[config.mk]
export PLATFORM = sky130hd
export DESIGN_NAME = card_access_table_locker
export DESIGN_NICKNAME = d
export VERILOG_FILES = /design/src/rtl/cata_pkg.sv /design/src/rtl/card_access_table_locker.sv
export SDC_FILE = /design/constraint.sdc
export NUM_CORES = 2
export LEC_CHECK = 0
export CAP_MARGIN = 0
export CORE_MARGIN = 3
export CORE_UTILIZATION = 50
export DETAILED_ROUTE_END_ITERATION = 8
export DONT_BUFFER_PORTS = 1
export PLACE_DENSITY = 0.76
export SYNTH_ARGS = -nofsm -noshare
export SYNTH_HDL_FRONTEND = slang
export SYNTH_SLANG_ARGS = --single-unit
[constraint.sdc]
create_clock -name i_clk -period 12.96 [get_ports i_clk]
set_clock_uncertainty 0.15 [all_clocks]
set_input_delay 1.944 -clock i_clk [delete_from_list [all_inputs] [get_ports i_clk]]
set_output_delay 1.944 -clock i_clk [all_outputs]
set_load 0.02 [all_outputs]
[src/rtl/cata_pkg.sv]
// Package for the card access table locker: sizes, operation and status codes,
// item structs and the ID masking helpers.
// No dependencies; imported by card_access_table_locker.
`default_nettype none

package cata_pkg;

    // Table size and derived widths
    localparam int TABLE_DEPTH = 16;
    localparam int ID_BYTES    = 10;
    localparam int ID_W        = 8 * ID_BYTES;
    localparam int IDX_W       = (TABLE_DEPTH > 1) ? $clog2(TABLE_DEPTH) : 1;
    localparam int CNT_W       = $clog2(TABLE_DEPTH + 1);
    // wide enough for both the entry count and a 4-bit index field
    localparam int CMP_W       = (CNT_W > 4) ? CNT_W : 4;

    // Operation codes
    localparam logic [1:0] OP_PRESENT = 2'd0;
    localparam logic [1:0] OP_ADD     = 2'd1;
    localparam logic [1:0] OP_REMOVE  = 2'd2;

    // Status codes
    localparam logic [2:0] ST_LOCKED    = 3'd0;
    localparam logic [2:0] ST_UNLOCKED  = 3'd1;
    localparam logic [2:0] ST_DENIED    = 3'd2;
    localparam logic [2:0] ST_ADDED     = 3'd3;
    localparam logic [2:0] ST_DUPLICATE = 3'd4;
    localparam logic [2:0] ST_FULL      = 3'd5;
    localparam logic [2:0] ST_REMOVED   = 3'd6;
    localparam logic [2:0] ST_BAD_INDEX = 3'd7;

    typedef struct packed {
        logic [1:0]  operation;
        logic [63:0] uid_low;
        logic [15:0] uid_high;
        logic [3:0]  uid_size;
        logic [3:0]  table_index;
        logic [3:0]  owner_index;
    } t_in_item;

    typedef struct packed {
        logic [2:0] status;
        logic       locker_occupied;
        logic [4:0] entry_count;
    } t_out_item;

    // One table entry: ID bytes (zero beyond size) and size
    typedef struct packed {
        logic [ID_W-1:0] id;
        logic [3:0]      size;
    } t_entry;

    // Card length limited to the longest ID
    function automatic logic [3:0] clamp_len(input logic [3:0] n);
        return (n > 4'(ID_BYTES)) ? 4'(ID_BYTES) : n;
    endfunction

    // Byte mask covering the first n bytes of an ID
    function automatic logic [ID_W-1:0] id_mask(input logic [3:0] n);
        logic [ID_W-1:0] m;
        m = '0;
        for (int b = 0; b < ID_BYTES; b++) begin
            m[b*8 +: 8] = (4'(b) < n) ? 8'hFF : 8'h00;
        end
        return m;
    endfunction

endpackage

`default_nettype wire

[src/rtl/card_access_table_locker.sv]
// Card access table locker: authorized-card table with add, remove and
// present operations, plus the locker's occupied flag and owner ID.
// Depends on cata_pkg.
//
// One item is worked at a time; o_in_stall is high from acceptance until the
// result is loaded into the output register. The table sits in a memory with
// one write and one registered read port, and a single prefix comparator is
// shared by the table scan and the owner check. A present on an occupied
// locker goes straight to the owner check; a bad-index remove or an unused
// operation goes straight to the result. A scan reads one entry per cycle
// and compares it from the registered read. A present that matches fetches
// the owner entry and locks; an add that matches reports a duplicate; with
// no match a present is denied and an add is appended, or reports full. A
// remove moves each later entry down by one, one entry moved per cycle;
// removing the last entry only lowers the count. A stalled result holds
// the block in its last state until the output register frees; the result
// register frees the input side as soon as the result is loaded.
`default_nettype none

module card_access_table_locker
    import cata_pkg::*;
(
    input  wire        i_clk,
    input  wire        i_rst_n,
    input  wire        i_in_valid,
    output logic       o_in_stall,
    input  t_in_item   i_in_item,
    output logic       o_out_valid,
    input  wire        i_out_stall,
    output t_out_item  o_out_item
);

    // Sequencer states
    localparam logic [2:0] S_IDLE   = 3'd0;
    localparam logic [2:0] S_SCAN   = 3'd1;
    localparam logic [2:0] S_OWNLD  = 3'd2;
    localparam logic [2:0] S_OWNCMP = 3'd3;
    localparam logic [2:0] S_SHIFT  = 3'd4;
    localparam logic [2:0] S_DONE   = 3'd5;

    // Control state
    logic [2:0]       r_state, n_state;
    logic [CNT_W-1:0] r_count, n_count;
    logic             r_occupied, n_occupied;
    logic [CNT_W-1:0] r_ridx, n_ridx;
    logic [CNT_W-1:0] r_widx, n_widx;
    logic             r_pend, n_pend;
    logic             r_out_valid;

    // Item payload
    logic [1:0]       r_op, n_op;
    logic [ID_W-1:0]  r_card, n_card;
    logic [3:0]       r_len, n_len;
    logic [3:0]       r_tix, n_tix;
    logic [3:0]       r_oix, n_oix;
    logic [2:0]       r_status, n_status;

    // Owner
    logic [ID_W-1:0]  r_owner_id, n_owner_id;
    logic [3:0]       r_owner_size, n_owner_size;

    t_out_item        r_out_item;

    // Table memory
    t_entry           mem [TABLE_DEPTH];
    t_entry           r_rd;
    logic [IDX_W-1:0] rd_addr;
    logic             wr_en;
    logic [IDX_W-1:0] wr_addr;
    t_entry           wr_data;

    // Shared prefix comparator
    logic [ID_W-1:0]  cmp_a;
    logic [3:0]       cmp_len;
    logic             cmp_eq;
    logic             hit;
    logic [IDX_W-1:0] sel;
    logic             out_free;
    logic [3:0]       in_len;

    assign cmp_a   = (r_state == S_OWNCMP) ? r_owner_id : r_rd.id;
    assign cmp_len = (r_state == S_OWNCMP) ? r_owner_size : r_len;
    assign cmp_eq  = (((cmp_a ^ r_card) & id_mask(cmp_len)) == '0);
    assign hit     = r_pend && cmp_eq;

    // Owner entry: owner_index, or entry 0 when out of range
    assign sel = (CMP_W'(r_oix) < CMP_W'(r_count)) ? IDX_W'(r_oix) : '0;

    assign out_free   = !r_out_valid || !i_out_stall;
    assign in_len     = clamp_len(i_in_item.uid_size);
    assign o_in_stall = (r_state != S_IDLE);
    assign o_out_valid = r_out_valid;
    assign o_out_item  = r_out_item;

    // Sequencer
    always_comb begin
        n_state      = r_state;
        n_count      = r_count;
        n_occupied   = r_occupied;
        n_ridx       = r_ridx;
        n_widx       = r_widx;
        n_pend       = r_pend;
        n_op         = r_op;
        n_card       = r_card;
        n_len        = r_len;
        n_tix        = r_tix;
        n_oix        = r_oix;
        n_status     = r_status;
        n_owner_id   = r_owner_id;
        n_owner_size = r_owner_size;
        rd_addr      = '0;
        wr_en        = 1'b0;
        wr_addr      = r_widx[IDX_W-1:0];
        wr_data      = r_rd;

        case (r_state)
            S_IDLE: begin
                if (i_in_valid) begin
                    n_op   = i_in_item.operation;
                    n_len  = in_len;
                    n_card = {i_in_item.uid_high, i_in_item.uid_low} & id_mask(in_len);
                    n_tix  = i_in_item.table_index;
                    n_oix  = i_in_item.owner_index;
                    n_ridx = '0;
                    n_pend = 1'b0;
                    case (i_in_item.operation)
                        OP_PRESENT: begin
                            n_state = r_occupied ? S_OWNCMP : S_SCAN;
                        end
                        OP_ADD: begin
                            n_state = S_SCAN;
                        end
                        OP_REMOVE: begin
                            if (CMP_W'(i_in_item.table_index) < CMP_W'(r_count)) begin
                                n_widx  = CNT_W'(i_in_item.table_index);
                                n_ridx  = CNT_W'(i_in_item.table_index) + CNT_W'(1);
                                n_state = S_SHIFT;
                            end else begin
                                n_status = ST_BAD_INDEX;
                                n_state  = S_DONE;
                            end
                        end
                        default: begin
                            n_status = ST_DENIED;
                            n_state  = S_DONE;
                        end
                    endcase
                end
            end

            // One entry read per cycle, compared in the next cycle
            S_SCAN: begin
                if (hit) begin
                    n_pend = 1'b0;
                    if (r_op == OP_PRESENT) begin
                        rd_addr = sel;
                        n_state = S_OWNLD;
                    end else begin
                        n_status = ST_DUPLICATE;
                        n_state  = S_DONE;
                    end
                end else if (r_ridx < r_count) begin
                    rd_addr = r_ridx[IDX_W-1:0];
                    n_ridx  = r_ridx + CNT_W'(1);
                    n_pend  = 1'b1;
                end else begin
                    n_pend  = 1'b0;
                    n_state = S_DONE;
                    if (r_op == OP_PRESENT) begin
                        n_status = ST_DENIED;
                    end else if (r_count == CNT_W'(TABLE_DEPTH)) begin
                        n_status = ST_FULL;
                    end else begin
                        wr_en        = 1'b1;
                        wr_addr      = r_count[IDX_W-1:0];
                        wr_data.id   = r_card;
                        wr_data.size = r_len;
                        n_count      = r_count + CNT_W'(1);
                        n_status     = ST_ADDED;
                    end
                end
            end

            // Owner entry fetched: lock
            S_OWNLD: begin
                n_owner_id   = r_rd.id;
                n_owner_size = r_rd.size;
                n_occupied   = 1'b1;
                n_status     = ST_LOCKED;
                n_state      = S_DONE;
            end

            // Card against owner
            S_OWNCMP: begin
                n_state = S_DONE;
                if (r_owner_size != 4'd0 && cmp_eq) begin
                    n_occupied   = 1'b0;
                    n_owner_id   = '0;
                    n_owner_size = 4'd0;
                    n_status     = ST_UNLOCKED;
                end else begin
                    n_status = ST_DENIED;
                end
            end

            // Compaction: read entry i+1, write it to entry i next cycle
            S_SHIFT: begin
                if (r_pend) begin
                    wr_en  = 1'b1;
                    n_widx = r_widx + CNT_W'(1);
                end
                if (r_ridx < r_count) begin
                    rd_addr = r_ridx[IDX_W-1:0];
                    n_ridx  = r_ridx + CNT_W'(1);
                    n_pend  = 1'b1;
                end else begin
                    n_pend = 1'b0;
                    if (!r_pend) begin
                        n_count  = r_count - CNT_W'(1);
                        n_status = ST_REMOVED;
                        n_state  = S_DONE;
                    end
                end
            end

            S_DONE: begin
                if (out_free) begin
                    n_state = S_IDLE;
                end
            end

            default: begin
                n_state = S_IDLE;
            end
        endcase
    end

    // Control registers
    always_ff @(posedge i_clk) begin
        if (!i_rst_n) begin
            r_state      <= S_IDLE;
            r_count      <= '0;
            r_occupied   <= 1'b0;
            r_owner_id   <= '0;
            r_owner_size <= 4'd0;
            r_pend       <= 1'b0;
            r_out_valid  <= 1'b0;
        end else begin
            r_state      <= n_state;
            r_count      <= n_count;
            r_occupied   <= n_occupied;
            r_owner_id   <= n_owner_id;
            r_owner_size <= n_owner_size;
            r_pend       <= n_pend;
            // load a new result, else drop one taken by the receiver
            if (r_state == S_DONE && out_free) begin
                r_out_valid <= 1'b1;
            end else if (!i_out_stall) begin
                r_out_valid <= 1'b0;
            end
        end
    end

    // Payload registers
    always_ff @(posedge i_clk) begin
        r_ridx   <= n_ridx;
        r_widx   <= n_widx;
        r_op     <= n_op;
        r_card   <= n_card;
        r_len    <= n_len;
        r_tix    <= n_tix;
        r_oix    <= n_oix;
        r_status <= n_status;
        if (r_state == S_DONE && out_free) begin
            r_out_item.status          <= r_status;
            r_out_item.locker_occupied <= r_occupied;
            r_out_item.entry_count     <= 5'(r_count);
        end
    end

    // Table memory: one write port, one registered read port
    always_ff @(posedge i_clk) begin
        if (wr_en) begin
            mem[wr_addr] <= wr_data;
        end
        r_rd <= mem[rd_addr];
    end

endmodule

`default_nettype wire

# Yosys cells after proc, flatten, opt, wreduce, memory -nomap -nowiden

Memory sizes are Yosys's and may differ from the RTL's. A register that Yosys moved wholly into a read port is not among the register bits.
Cells that the tools add are included.

Register bits after elaboration: 207
Memory bits (writable): 1,344
Input port bits: 98
Output and inout port bits: 11
Word-level logic and storage cells: 201
Memories: 1

Memory list:

| name | words | width | rd ports | clocked after memory_dff | wr ports | RTL line                       | source |
|---|---|---|---|---|---|---|---|
| mem  | 16    | 84    | 1        | 1                        | 1        | card_access_table_locker.sv:65 | `t_entry mem [TABLE_DEPTH];` |

Add/subtract/negate cells: 5
Magnitude comparators: 24
Equality and inequality tests: 25
Muxes and demuxes: 99
Bitwise logic cells: 3
Reduce and logical (&&, ||, !) cells: 27

Operators with widths:

| cell                                                                 | count |
|---|---|
| 84-bit 2-to-1 mux                                                    | 5 |
| 80-bit bitwise AND                                                   | 2 |
| 8-bit 2-to-1 mux                                                     | 20 |
| 80-bit 2-to-1 mux                                                    | 2 |
| 80-bit one-hot mux with 2 select lines                               | 1 |
| 80-bit zero test                                                     | 1 |
| 80-bit bitwise XOR                                                   | 1 |
| 5-bit 2-to-1 mux                                                     | 15 |
| 3-bit 2-to-1 mux                                                     | 16 |
| 4-bit 2-to-1 mux                                                     | 12 |
| 3-bit by 4-bit < comparator with 1-bit output (first input constant) | 8 |
| 3-bit one-hot mux with 5 select lines                                | 2 |
| 2-bit inequality test (second input constant)                        | 11 |
| 5-bit one-hot mux with 2 select lines                                | 2 |
| 1-bit by 4-bit < comparator with 1-bit output (first input constant) | 4 |
| 2-bit by 4-bit < comparator with 1-bit output (first input constant) | 4 |
| 4-bit < comparator (first input constant)                            | 4 |
| 4-bit one-hot mux with 2 select lines                                | 2 |
| 5-bit by 1-bit adder with 5-bit output (second input constant)       | 3 |
| 5-bit one-hot mux with 3 select lines                                | 1 |
| 1-bit 2-to-1 mux                                                     | 14 |
| 4-bit by 5-bit < comparator with 1-bit output                        | 2 |
| 5-bit AND reduction                                                  | 2 |
| 3-bit inequality test (second input constant)                        | 3 |
| 30 further kinds                                                     | 46 |

# Logic depth before layout (Yosys ltp)

Word-level depth: 11
Depth in mapped cells: 20
Gate-level depth less buffers: 13

# Worst setup path before layout

No wires, ideal clock.

Path type: register -> register
Start point: register r_state[2]
End point: memory mem[0][0] in the netlist's numbering (enable)
Setup time: 651 ps
Data arrival time: 9,144 ps
Data required time: 12,159 ps
Slack: 3,015 ps
Stages on the path, launching flop included: 16
Buffers on the path: 6
Clock period less this slack: 9,945 ps
Cell sequence: dfxtp_1 buf_4 nand3b_4 buf_6 buf_4 buf_4 mux2i_1 nor3_1 o31ai_1 o211ai_1 and4b_1 buf_2 or4b_1 clkbuf_1 or3_1 o31ai_1

Word-level cells in the longest chain between the ends: 11
Elaborated cells between the ends (all ways): 35
Those cells by class: order compare (10); eq/ne (3); mux (18); bitwise (2); reduce/logical (2)

Ends and longest elaborated chain:

| what                                                                  | RTL line                                                       | source |
|---|---|---|
| start, declared                                                       | card_access_table_locker.sv:42                                 | `logic [2:0] r_state, n_state;` |
| start signal, assigned                                                | card_access_table_locker.sv:249                                | `r_state <= n_state;` |
| 3-bit by 2-bit equality test with 1-bit output                        | card_access_table_locker.sv:81, card_access_table_locker.sv:82 |  |
| 4-bit 2-to-1 mux                                                      | card_access_table_locker.sv:82                                 | `assign cmp_len = (r_state == S_OWNCMP) ? r_owner_size : r_len;` |
| 1-bit by 4-bit < comparator with 1-bit output (tied with other cells) | cata_pkg.sv:63                                                 | `m[b*8 +: 8] = (4'(b) < n) ? 8'hFF : 8'h00;` |
| 8-bit 2-to-1 mux                                                      | cata_pkg.sv:63                                                 |  |
| 80-bit bitwise AND                                                    | card_access_table_locker.sv:83                                 | `assign cmp_eq = (((cmp_a ^ r_card) & id_mask(cmp_len)) == '0);` |
| 80-bit zero test                                                      | card_access_table_locker.sv:83                                 |  |
| 1-bit logical AND                                                     | card_access_table_locker.sv:84                                 | `assign hit = r_pend && cmp_eq;` |
| 1-bit 2-to-1 mux                                                      | card_access_table_locker.sv:153                                | `if (hit) begin` |
| 1-bit one-hot mux with 2 select lines                                 | card_access_table_locker.sv:116                                | `case (r_state)` |
| 1-bit 2-to-1 mux                                                      | card_access_table_locker.sv:283                                | `if (wr_en) begin` |
| 1-bit 2-to-1 mux (not written as such)                                | card_access_table_locker.sv:284                                | `mem[wr_addr] <= wr_data;` |
| end, declared                                                         | card_access_table_locker.sv:65                                 |  |

Several ways; a longest one is shown, not always the timed one.

# Final worst setup path

Start point: register r_state[2]
End point: memory mem[7][42] in the netlist's numbering (enable)

The elaborated chain is that of the path after synthesis.

==> results.txt <==
The switching power came out at 5281 uW. The height of the chip came out at 368.6 um. The count of filler cells inserted in the layout came out at 9,843.

The clock period could shrink to 7.834 ns. The worst slew slack as a fraction of its limit is 6.930%. The post-CTS setup-driven buffer insertion count is 0. The post-synthesis async set-or-reset flop share is 0%. For flop-to-flop paths, the worst setup slack is 5.13 ns.

Power spread over the standard cell area amounts to 222.2 mW/mm^2. The post-synth net total came out at 4,967. The number of cell instances on the worst register-to-register path came out at 14. The startpoint of the worst-slack reg-to-reg timing path is r_state[2]. The number of max-slew violations in the final report is 0. The critical path in this run is classified as reg2reg.

The path with the worst hold slack has its endpoint at o_out_item[8]. The net count of the finished layout came out at 4,918. IR analysis of the VDD net gives a maximum drop of 0.2121 mV. The final worst slack came out at 5.126 ns. The warning count from the yosys run came out at 0.

The CTS buffer count came out at 160. The clock latency on the worst-skew pair is 0.81 ns. In this design, the critical path's most frequently occurring cell is buf_4. The via count of the first global-routing pass is 39,410.

The die extent in x is 368.6 um. The final setup violation count is 0. The area of the multi-input gates is 0.01708 sq mm. The count of state elements after synthesis is 1,634.

The clock passes through at most 3 buffers. The signal on the critical path passes through nand3b_4, buf_4, mux2i_1, xnor2_1, a2111oi_2, a31oi_1, nor4_1, and4b_1, or4b_4, or3_1, o21a_1, a21oi_4, buf_4, buf_4. In this run the tool buffered the top-level ports with 0 buffer cells. The final period utilization is 60.45%. The dominant register cell in the synthesized netlist is edfxtp_1. Of the post-synthesis cell area, the part taken by muxes is 5.420%. The number of H-tree levels is 4. The slowest stage of the critical path is the or4b_4 cell.

In the post-synthesis netlist, the biggest area contributors are edfxtp_1 (66%), dfxtp_1 (5.5%), nand2_1 (5.4%). In this run the worst hold path is classified as reg2reg. The maximum fanout along the worst path came out at 55. The complex-gate fraction of the synthesized area came out at 6.098%. edfxtp_1 is the most common cell in the netlist. The estimated wirelength of the detail-placed design is 91.11 mm. The largest total area in the synthesized netlist belongs to edfxtp_1. The area share of xor/xnor cells in the synthesized design came out at 0.7593%. The average size of a mapped cell is 13.55 sq um.

The placeable core area is 0.1300 sq mm. Along the worst hold path, the cell count comes to 0. The number of cell rows came out at 132. The starting density of the core is 50.58%. After synthesis, the largest family of logic cells by area is simple AND/OR/NAND/NOR gates. The routed length per instance came out at 25.62 um. The clock sink total is 1,634. The number of antenna violations at the first check in global routing is 17.

The pre-CTS worst setup slack came out at 5.307 ns. The total global routing track utilization is 24.68%. The tree is rooted in a clkbuf_16.

The sum of overflow across all layers after global routing is 0. The clock transition at the registers of the reported paths came out at 0.06 ns. The endpoint identified for the worst register-to-register timing path is mem[7][42]. In this design, the stage delay of the slowest critical-path cell is 0.81 ns. The cell-internal power is 10,930 uW. Including well taps, the total number of placed cells is 6,383. STA classifies the critical path endpoint as a register. The number of hold buffers added after cts is 0. The worst hold path startpoint is r_status[2]. The top-level I/O count is 109.

The clock network power share came out at 29.2%. Counting flops with a built-in enable in the synthesized netlist gives 1,455. The total power draw came out at 16,210 uW.

The count of unresolved DRC violations after routing is 0. The vias after detailed routing is 41,730. The post-synthesis share of cell area spent on full adders, half adders and majority gates came out at 0.3350%. The signal arrival time at the worst endpoint came out at 8.10 ns. At the worst endpoint, the required time is 13.22 ns.

The count of nets left with antenna violations after detail routing came out at 0. The gate count after technology mapping came out at 4,852. The die covers 0.1359 sq mm. The proportion of total power due to net switching came out at 32.58%. The portion of total power attributed to sequential cells is 46.2%. The number of instances resized during post-cts repair came out at 0. The flow ran to the end, and the final reports show no timing, DRC or antenna violations. Entering global routing, the biggest net connects 200 pins. For this design the static power due to leakage is 0.02592 uW. The number of distinct library cells after synthesis came out at 77.

The TritonCTS clock tree is done. The global placement routability congestion came out at 0.8912. Once layout is complete, the utilization of the core stands at 56.12%. The synthesized cell area came out at 0.06574 sq mm. The first detailed-routing pass ran for 8 iterations. The violation count after the first detailed-routing iteration is 5,842. Leaving out filler cells and counting taps, the final layout contains 6,689.

The top cell type by area accounts for 66.46% of the synthesized area. The number of buffer and inverter stages on the critical path is 3. The post-synthesis share of cell area spent on and, or, nand and nor gates came out at 12.89%. The area added between synthesis and finish is 10.96%. STA classifies the critical path startpoint as a register. Derived from the worst setup path, the maximum achievable clock frequency is 127.6 MHz.

The final hold violation count was 0. Summing the sequential cell areas from Yosys gives 71.91% of the chip area. The global-route wire length before repair is 252.2 mm. By count the netlist is led by edfxtp_1 (1,455), nand2_1 (946), nand3_1 (603). Setup repair after global routing left no endpoint under its margin.

The final layout contains routed wiring with a total length of 171.4 mm. The portion of total power attributed to combinational logic is 24.6%. The sequential cells in the finished layout cover a total of 0.04728 sq mm. Cells with a size suffix above 1 make up 8.828% of the layout. The via count normalized by instance count came out at 6.238. The slew at the pin closest to its max-slew limit came out at 1.387 ns. Max-cap violations in this run came to 0.

In this design, the largest share of critical-path delay is due to simple AND/OR/NAND/NOR gates. The total negative slack for setup checks came out at 0 ns.
==> power groups by stage <==
stage | logic [uW] | registers [uW] | clock network, uW
floorplan | 2710 | 7420 | 0
global placement | 3760 | 7570 | 0
detailed placement | 3890 | 7580 | 0
CTS | 3920 | 7470 | 4770
global route | 4300 | 7510 | 4980
finish | 3980 | 7490 | 4730
==> worst reg2reg max path: cells and delay by family, from the launching register on <==
family | cells | cell delay, ns
buffers and inverters | 3 | 2.11
flip-flops | 1 | 0.68
AND/OR/NAND/NOR | 5 | 2.39
multiplexers | 1 | 0.34
AO/OA/AOI/OAI | 4 | 1.56
XOR/XNOR | 1 | 0.17
==> cell usage in the layout (no fill, tap or decap), drive strengths merged, types with 74 or more instances in the layout <==
cell | netlist | layout
a221o | 87 | 87
inv | 68 | 74
nand3 | 603 | 603
edfxtp | 1455 | 1455
a21oi | 208 | 208
clkbuf | 119 | 219
buf | 180 | 88
dfxtp | 179 | 179
nand2 | 946 | 946
nand4 | 92 | 92
o22a | 84 | 84
mux2i | 285 | 285
nor2b | 74 | 74
==> cells by family (layout without fill, tap and decap cells) <==
family | count (synthesis) | count (layout)
AOI/OAI and AO/OA | 567 | 567
DFF | 1634 | 1634
muxes | 347 | 347
buffers and inverters | 367 | 454
xor gates and xnor gates | 57 | 57
and+or+nand+nor | 1863 | 1863
other | 0 | 8
adders and majority gates | 17 | 17
==> per-stage QoR <==
| stage | cell area, sq um | hold slack, ns |
|---|---|---|
| floorplan | 65740 | 0.2503 |
| global placement | 67490 | 0.2586 |
| detailed placement | 67490 | 0.2605 |
| CTS | 72930 | 0.2744 |
| finish | 72950 | 0.2718 |
| global route | 72940 | 0.2850 |
==> worst max-delay path by stage <==
stage | from | to | depth (start not counted)
finish | r_state[2] | mem[7][42] | 14
global route | r_state[2] | mem[7][49] | 14
detailed placement | r_state[2] | mem[1][83] | 13
floorplan | r_state[2] | mem[0][0] | 15
global placement | r_state[2] | mem[6][49] | 13
CTS | r_state[2] | mem[7][49] | 14
==> sequential cells by signal, summed over array words and instances, names as in the netlist, 4 cells and up <==
name          cells
r_widx            4
r_count           5
r_ridx            5
r_oix             4
o_out_item        9
mem            1344
r_owner_id       80
r_len             4
r_rd             84
r_owner_size      4
r_card           80
==> routing by layer <==
layer  track usage (%)  wire (um)
met5                 0         13
met4             8.682       5115
met3             5.668      20660
met2             37.81      78400
met1             34.88      67160
==> cell type report <==
cell class	instances	area share (%)
Clock inverter	79	1.400
Tap cell	1742	2.988
Sequential cell	1634	64.81
Multi-Input combinational cell	2851	23.42
Antenna cell	8	0.02744
Timing Repair Buffer	88	0.9571
Inverter	68	0.3533
Clock buffer	219	6.053
Note: power is estimated with default switching activity, not from simulation.
